==> src/rtl/mkdg_pkg.sv <==
package mkdg_pkg;

  localparam int NUM_KEYS = 4;
  localparam int KeyW = 2;
  localparam int CountW = $clog2(NUM_KEYS + 1);
  localparam int QUEUE_DEPTH = 2;
  localparam int CfgDataW = 16;

  localparam logic [15:0] HOLD_MS_RESET = 16'd30;
  localparam logic [2:0] VETO_COUNT_RESET = 3'd3;

  typedef enum logic {
    CFG_HOLD_MS = 1'b0,
    CFG_VETO_COUNT = 1'b1
  } cfg_index_e;

  typedef struct packed {
    logic [3:0] pin_levels;
    logic [31:0] now_ms;
  } in_t;

  typedef struct packed {
    logic [1:0] key_index;
    logic pressed;
    logic [3:0] pressed_mask;
    logic last_event;
  } out_t;

  // One queued tick: which keys commit and the level each commits to.
  typedef struct packed {
    logic [NUM_KEYS-1:0] commit_mask;
    logic [NUM_KEYS-1:0] levels;
  } job_t;

endpackage

==> src/rtl/mkdg_front.sv <==
module mkdg_front import mkdg_pkg::*; (
  input  logic clk_i,
  input  logic rst_ni,
  input  logic in_valid_i,
  output logic in_ready_o,
  input  in_t in_i,
  input  logic [15:0] hold_ms_i,
  input  logic [2:0] veto_count_i,
  output logic job_valid_o,
  input  logic job_ready_i,
  output job_t job_o
);

  localparam int CmpW = (CountW > 3) ? CountW : 3;

  logic [NUM_KEYS-1:0] cand_q, cand_d;
  logic [NUM_KEYS-1:0] comm_q, comm_d;
  logic [31:0] since_q [NUM_KEYS];
  logic [31:0] since_d [NUM_KEYS];
  logic [31:0] elapsed [NUM_KEYS];
  logic [NUM_KEYS-1:0] commit;
  logic [NUM_KEYS-1:0] levels;
  logic [CountW-1:0] n_commit;
  logic veto;
  logic accept;

  always_comb begin
    for (int i = 0; i < NUM_KEYS; i++) begin
      levels[i] = (i < 4) ? in_i.pin_levels[i] : 1'b0;
      cand_d[i] = levels[i];
      since_d[i] = (levels[i] != cand_q[i]) ? in_i.now_ms : since_q[i];
      elapsed[i] = in_i.now_ms - since_d[i];
      commit[i] = (levels[i] != comm_q[i]) && (elapsed[i] >= {16'b0, hold_ms_i});
      comm_d[i] = commit[i] ? levels[i] : comm_q[i];
    end
  end

  assign n_commit = CountW'($countones(commit));
  assign veto = (CmpW'(veto_count_i) <= CmpW'(n_commit));

  assign in_ready_o = job_ready_i;
  assign accept = in_valid_i && in_ready_o;
  assign job_valid_o = in_valid_i && !veto && (commit != '0);
  assign job_o.commit_mask = commit;
  assign job_o.levels = levels;

  always_ff @(posedge clk_i or negedge rst_ni) begin
    if (!rst_ni) begin
      cand_q <= '1;
      comm_q <= '1;
      for (int i = 0; i < NUM_KEYS; i++) begin
        since_q[i] <= '0;
      end
    end else if (accept) begin
      cand_q <= cand_d;
      comm_q <= comm_d;
      for (int i = 0; i < NUM_KEYS; i++) begin
        since_q[i] <= since_d[i];
      end
    end
  end

endmodule

==> src/rtl/mkdg_fifo.sv <==
module mkdg_fifo import mkdg_pkg::*; (
  input  logic clk_i,
  input  logic rst_ni,
  input  logic in_valid_i,
  output logic in_ready_o,
  input  job_t in_i,
  output logic out_valid_o,
  input  logic out_ready_i,
  output job_t out_o
);

  localparam int PtrW = (QUEUE_DEPTH > 1) ? $clog2(QUEUE_DEPTH) : 1;
  localparam int CntW = $clog2(QUEUE_DEPTH + 1);

  job_t mem_q [QUEUE_DEPTH];
  logic [PtrW-1:0] wr_ptr_q, wr_ptr_d;
  logic [PtrW-1:0] rd_ptr_q, rd_ptr_d;
  logic [CntW-1:0] cnt_q, cnt_d;
  logic push, pop;

  assign in_ready_o = (cnt_q != CntW'(QUEUE_DEPTH));
  assign out_valid_o = (cnt_q != '0);
  assign out_o = mem_q[rd_ptr_q];
  assign push = in_valid_i && in_ready_o;
  assign pop = out_valid_o && out_ready_i;

  always_comb begin
    wr_ptr_d = wr_ptr_q;
    rd_ptr_d = rd_ptr_q;
    cnt_d = cnt_q;
    if (push) begin
      wr_ptr_d = (wr_ptr_q == PtrW'(QUEUE_DEPTH - 1)) ? '0 : wr_ptr_q + 1'b1;
    end
    if (pop) begin
      rd_ptr_d = (rd_ptr_q == PtrW'(QUEUE_DEPTH - 1)) ? '0 : rd_ptr_q + 1'b1;
    end
    if (push && !pop) begin
      cnt_d = cnt_q + 1'b1;
    end else if (pop && !push) begin
      cnt_d = cnt_q - 1'b1;
    end
  end

  always_ff @(posedge clk_i) begin
    if (push) begin
      mem_q[wr_ptr_q] <= in_i;
    end
  end

  always_ff @(posedge clk_i or negedge rst_ni) begin
    if (!rst_ni) begin
      wr_ptr_q <= '0;
      rd_ptr_q <= '0;
      cnt_q <= '0;
    end else begin
      wr_ptr_q <= wr_ptr_d;
      rd_ptr_q <= rd_ptr_d;
      cnt_q <= cnt_d;
    end
  end

endmodule

==> src/rtl/mkdg_back.sv <==
module mkdg_back import mkdg_pkg::*; (
  input  logic clk_i,
  input  logic rst_ni,
  input  logic job_valid_i,
  output logic job_ready_o,
  input  job_t job_i,
  output logic out_valid_o,
  input  logic out_ready_i,
  output out_t out_o
);

  logic busy_q, busy_d;
  logic [NUM_KEYS-1:0] rem_q, rem_d;
  logic [NUM_KEYS-1:0] lvl_q, lvl_d;
  logic [3:0] mask_q, mask_d;
  logic out_valid_q, out_valid_d;
  out_t out_q, out_d;
  logic emit;
  logic last;
  logic [KeyW-1:0] sel_idx;
  logic [NUM_KEYS-1:0] sel_bit;
  logic [NUM_KEYS-1:0] rem_left;
  logic [3:0] mask_bit;
  logic down;

  always_comb begin
    sel_idx = '0;
    sel_bit = '0;
    for (int i = NUM_KEYS - 1; i >= 0; i--) begin
      if (rem_q[i]) begin
        sel_idx = KeyW'(i);
        sel_bit = '0;
        sel_bit[i] = 1'b1;
      end
    end
  end

  assign emit = busy_q && (!out_valid_q || out_ready_i);
  assign rem_left = rem_q & ~sel_bit;
  assign last = (rem_left == '0);
  assign job_ready_o = !busy_q || (emit && last);
  assign down = !lvl_q[sel_idx];
  assign mask_bit = 4'(1) << sel_idx;

  always_comb begin
    busy_d = busy_q;
    rem_d = rem_q;
    lvl_d = lvl_q;
    mask_d = mask_q;
    out_valid_d = out_valid_q && !out_ready_i;
    out_d = out_q;
    if (emit) begin
      mask_d = down ? (mask_q | mask_bit) : (mask_q & ~mask_bit);
      out_valid_d = 1'b1;
      out_d.key_index = sel_idx;
      out_d.pressed = down;
      out_d.pressed_mask = mask_d;
      out_d.last_event = last;
      rem_d = rem_left;
      busy_d = !last;
    end
    if (job_valid_i && job_ready_o) begin
      busy_d = 1'b1;
      rem_d = job_i.commit_mask;
      lvl_d = job_i.levels;
    end
  end

  always_ff @(posedge clk_i or negedge rst_ni) begin
    if (!rst_ni) begin
      busy_q <= 1'b0;
      mask_q <= '0;
      out_valid_q <= 1'b0;
    end else begin
      busy_q <= busy_d;
      mask_q <= mask_d;
      out_valid_q <= out_valid_d;
    end
  end

  always_ff @(posedge clk_i) begin
    rem_q <= rem_d;
    lvl_q <= lvl_d;
    out_q <= out_d;
  end

  assign out_valid_o = out_valid_q;
  assign out_o = out_q;

endmodule

==> src/rtl/multi_key_debounce_glitch_veto_top.sv <==
// Debounces four active-low keys with a confirm-hold time and absorbs supply glitches: when
// veto_count or more keys commit on the same poll tick, they commit without any event.
// The front end takes one poll tick per cycle while its two-entry queue has room and
// updates the per-key debounce state at once; the event engine behind the queue sends one
// down or up event per cycle, in ascending key order, so a tick that commits k keys, one to
// four, keeps it busy for k events. A result waiting in the output register stalls the event
// engine; the front end keeps taking ticks until the queue is full.
module multi_key_debounce_glitch_veto_top import mkdg_pkg::*; (
  input  logic clk_i,
  input  logic rst_ni,
  input  logic in_valid_i,
  output logic in_ready_o,
  input  in_t in_i,
  output logic out_valid_o,
  input  logic out_ready_i,
  output out_t out_o,
  input  logic cfg_we_i,
  input  logic cfg_index_i,
  input  logic [CfgDataW-1:0] cfg_data_i
);

  logic [15:0] hold_ms_q;
  logic [2:0] veto_count_q;
  logic push_valid, push_ready;
  logic pop_valid, pop_ready;
  job_t push_job, pop_job;

  always_ff @(posedge clk_i or negedge rst_ni) begin
    if (!rst_ni) begin
      hold_ms_q <= HOLD_MS_RESET;
      veto_count_q <= VETO_COUNT_RESET;
    end else if (cfg_we_i) begin
      unique case (cfg_index_e'(cfg_index_i))
        CFG_HOLD_MS: hold_ms_q <= cfg_data_i[15:0];
        CFG_VETO_COUNT: veto_count_q <= cfg_data_i[2:0];
        default: ;
      endcase
    end
  end

  mkdg_front u_front (
    .clk_i,
    .rst_ni,
    .in_valid_i,
    .in_ready_o,
    .in_i,
    .hold_ms_i(hold_ms_q),
    .veto_count_i(veto_count_q),
    .job_valid_o(push_valid),
    .job_ready_i(push_ready),
    .job_o(push_job)
  );

  mkdg_fifo u_fifo (
    .clk_i,
    .rst_ni,
    .in_valid_i(push_valid),
    .in_ready_o(push_ready),
    .in_i(push_job),
    .out_valid_o(pop_valid),
    .out_ready_i(pop_ready),
    .out_o(pop_job)
  );

  mkdg_back u_back (
    .clk_i,
    .rst_ni,
    .job_valid_i(pop_valid),
    .job_ready_o(pop_ready),
    .job_i(pop_job),
    .out_valid_o,
    .out_ready_i,
    .out_o
  );

  a_mask_matches_event: assert property (@(posedge clk_i) disable iff (!rst_ni)
    out_valid_o |-> (out_o.pressed == out_o.pressed_mask[out_o.key_index]))
    else $error("event mask disagrees with event direction");

  a_no_lost_job: assert property (@(posedge clk_i) disable iff (!rst_ni)
    (in_valid_i && in_ready_o && push_valid) |-> push_ready)
    else $error("tick with events accepted while queue full");

  a_job_nonempty: assert property (@(posedge clk_i) disable iff (!rst_ni)
    pop_valid |-> (pop_job.commit_mask != '0))
    else $error("queued tick carries no commits");

endmodule
==> config.mk <==
export PLATFORM = sky130hd
export DESIGN_NAME = multi_key_debounce_glitch_veto_top
export DESIGN_NICKNAME = d
export VERILOG_FILES = /design/src/rtl/mkdg_pkg.sv /design/src/rtl/mkdg_front.sv /design/src/rtl/mkdg_fifo.sv /design/src/rtl/mkdg_back.sv /design/src/rtl/multi_key_debounce_glitch_veto_top.sv
export SDC_FILE = /design/constraint.sdc
export NUM_CORES = 1
export LEC_CHECK = 0
export BUFFER_PORTS_ARGS = -buffer_cell sky130_fd_sc_hd__buf_2
export CAP_MARGIN = 20
export CELL_PAD_IN_SITES_DETAIL_PLACEMENT = 1
export CELL_PAD_IN_SITES_GLOBAL_PLACEMENT = 1
export CORE_MARGIN = 4
export CORE_UTILIZATION = 39
export DETAILED_ROUTE_END_ITERATION = 7
export GPL_ROUTABILITY_DRIVEN = 1
export HOLD_SLACK_MARGIN = 0.12
export PLACE_DENSITY_LB_ADDON = 0.1
export SLEW_MARGIN = 20
export SYNTH_ARGS = -nofsm -noshare
export SYNTH_HDL_FRONTEND = slang
export SYNTH_SLANG_ARGS = --single-unit
==> constraint.sdc <==
create_clock -name clk_i -period 9.4 [get_ports clk_i]
set_input_delay 1.88 -clock clk_i [delete_from_list [all_inputs] [get_ports clk_i]]
set_output_delay 1.88 -clock clk_i [all_outputs]
set_load 0.02 [all_outputs]
==> reports/results.ini <==
[finish]
syn_to_final_growth_pct = 16.2
multi_input_area_um2 = 13900
fillers = 5994
nets = 2805
layout-drive-gt1-share_pct = 17.9
utilization_pct = 46.2
register_area_um2 = 5110

[critical_path]
crit_path_start = in_i[0]
reg2regPathDepth = 32
crit_end = u_fifo.mem_q[0][0]
slowest_stage = fa_1
path_max_fanout = 8
path_buf_inv = 7
cp.arrival_ns = 9.26
max_stage_delay_ns = 0.54
r2r_end = u_fifo.mem_q[0][0]
rrSetupSlack_ns = 1.31
path_depth = 35
critPathCaptureType = flop
critPathRequiredTime_ns = 9.60
crit_family = compound AO/OA/AOI/OAI gates
crit_type = in -> reg
worstSetupStartpointType = primary input
r2r-start = u_front.cand_q[2]

[clock_network]
clkLatencyLatePin_ns = 0.51
h-tree-depth = 4
clockRootBuffer = clkbuf_16
cts.clk_slew.worst_paths_ns = 0.08
clockBufferDepth = 2
numCtsBuffers = 17
clock_sink_count = 197
cts_tree = yes

[pwr]
power_density_nw_per_um2 = 395
sw_frac_of_total_pct = 51.0
clock_power_share_pct = 9.0
pwr-share-seq_pct = 17.8
ir_drop_uv = 153
p_int_w = 0.00442
power_switching_w = 0.00459
combPwrFrac_pct = 73.2
total_leakage_power_nw = 9.82

[floorplanning]
rows = 81
start_util_pct = 39.7
die_h_um = 232
chipWidth_um = 232
dieArea_um2 = 53900
num_io_pins = 68
coreArea_um2 = 49400

[sta]
finClkSkew_ns = 0.0184
final.period_utilization_pct = 96.4
tightestPinTransition_ns = 1.02
fmax_mhz = 110
maxSlewHeadroom_pct = 32.0
setup_viol = 0
worst_slack_ns = 0.341
finalMaxSlewViolations = 0
period_needed_ns = 9.06
hold_violations = 0

[status]
status = completed

[global_routing]
first_global_vias = 20400
grt_first_pass_wirelength_mm = 115
gr-total-overflow = 0
grt_use_total_pct = 27.4
grt_max_degree = 83
grt_antenna_before_repair = 1

[placed_design]
io_buffers = 67
dp_hpwl_mm = 59.5
routabilityCongestion = 0.959
post-place-ws_ns = -0.318

[min_path]
hp-class = reg -> reg

[logic_synthesis]
yosysMostFrequentCell = nand2_1
synth-seq-cells = 197
yosysTopAreaCell = dfrtp_1
seq_area_frac_synth_pct = 26.1
syn_area_um2 = 19600
ys_types = 102
synth_area_leaders = dfrtp_1, ha_1, o21ai_0
syn_avg_cell_area_um2 = 8.10
synth_common_cells = nand2_1, o21ai_0, a21oi_1
async_flop_share_pct = 83.8
synthFlopType = dfrtp_1
netlist_instances = 2420
yosysWarningCount = 0
synth_edf_count = 32
synth_top_area_share_pct = 19.3
syn_nets = 2636

[route]
drc = 0
drt_pre_antenna_iters = 5
drtIter0Drc = 1084
routed_wl_mm = 74.0
wl_per_cell_um = 22.7
drtAntennaViolNets = 0
dr_total_vias = 19400
viasPerCell = 5.95

[flow_run]
maxCapViolCount = 0

[worst reg2reg max path: cells and delay by family (launching register included)]
kind,cells,cell delay (ns)
XOR/XNOR,2,0.31
AND/OR/NAND/NOR,8,2.17
AO/OA/AOI/OAI,14,2.76
adder cells (fa/ha/maj),6,1.71
buffers and inverters,2,0.22
flip-flops,1,0.60
[power by group through the flow]
| stage | Clock [W] | Sequential (W) | Combinational, W |
|---|---|---|---|
| floorplan | 0 | 0.00152 | 0.00441 |
| global placement | 0 | 0.00160 | 0.00623 |
| detailed placement | 0 | 0.00162 | 0.00643 |
| CTS | 0.000842 | 0.00161 | 0.00647 |
| global route | 0.000870 | 0.00166 | 0.00728 |
| finish | 0.000809 | 0.00161 | 0.00659 |
[cell type report]
type / count / share of cell area, %
Timing Repair Buffer: 275 / 8.54
Sequential cell: 197 / 22.4
Clock inverter: 15 / 0.928
Antenna cell: 1 / 0.0110
Inverter: 95 / 1.58
Clock buffer: 17 / 1.87
Multi-Input combinational cell: 2003 / 61.0
Tap cell: 664 / 3.65
[metal layers]
| metal | vias up | wire length [µm] | track usage, % |
|---|---|---|---|
| met5 | - | 0 | 0 |
| met4 | 0 | 2070 | 7.92 |
| met3 | 112 | 2060 | 3.42 |
| met2 | 338 | 35700 | 46.8 |
| met1 | 9756 | 34300 | 36.3 |
| li1 | 9218 | - | - |
[logic make-up (layout without fill, tap and decap cells)]
kind of cell | count (synthesis) | after routing | share of synthesized area [%]
compound gates | 744 | 744 | 24.3
xor+xnor | 126 | 126 | 5.71
fa+ha+maj | 193 | 193 | 11.9
buf+inv | 220 | 402 | 4.44
flops | 197 | 197 | 26.1
mux | 149 | 149 | 7.96
other cells | 0 | 1 | 0
simple gates | 791 | 791 | 19.6
[through the flow]
stage	area [µm²]	instances	power [W]	hold WS, ns	setup TNS (ns)
2_1_floorplan	19800	2420	0.00593	0.446	0
3_3_place_gp	22000	3228	0.00782	0.462	-2.29
3_5_place_dp	22000	3228	0.00805	0.470	-5.49
4_1_cts	22600	3260	0.00892	0.490	0
5_1_grt	22800	3266	0.00981	0.509	-1.04
6_report	22800	3267	0.00901	0.486	0
[worst min-delay path by stage]
stage	from	end	slack, ns	cells past startpoint
after global routing	u_front.since_q[25]	u_front.since_q[25]	0.51	2
after floorplan	u_front.since_q[0]	u_front.since_q[0]	0.45	2
final	u_front.since_q[29]	u_front.since_q[29]	0.49	2
after detailed placement	u_front.since_q[0]	u_front.since_q[0]	0.47	2
after CTS	u_front.since_q[94]	u_front.since_q[94]	0.49	2
after global placement	u_front.since_q[18]	u_front.since_q[18]	0.46	2
[placed cells by master (no fill, tap or decap), types with 51 or more instances in the layout]
cell type,Yosys,layout
mux2_2,51,51
xor2_1,59,57
nor2_1,146,144
buf_4,4,204
ha_1,157,150
a21oi_1,168,165
o21ai_0,237,229
inv_1,90,88
xnor2_1,65,61
dfrtp_1,151,151
nand2_1,301,299
mux2i_1,96,96
buf_2,10,66
[sequential cells by signal, indices dropped and copies added (netlist names)]
| register | cells |
|---|---|
| u_front.since_q | 128 |
| hold_ms_q | 16 |
| u_fifo.mem_q | 16 |
| u_back.out_o | 8 |
| u_back.lvl_q | 4 |
| u_back.mask_q | 4 |
| u_back.rem_q | 4 |
| u_front.cand_q | 4 |
| u_front.comm_q | 4 |
| veto_count_q | 3 |
| u_fifo.cnt_q | 2 |
| u_back.busy_q | 1 |
| u_back.out_valid_o | 1 |
| u_fifo.rd_ptr_q | 1 |
| u_fifo.wr_ptr_q | 1 |
[what timing repair did]
item / 4_1_cts / 5_1_grt
endpoints found under the hold margin: 0 / 0
setup buffers: 0 / 6
hold buffers: 0 / 0
setup endpoints to repair: 0 / 19
gates resized for setup: 0 / 30
(Power assumes the default switching activity.)
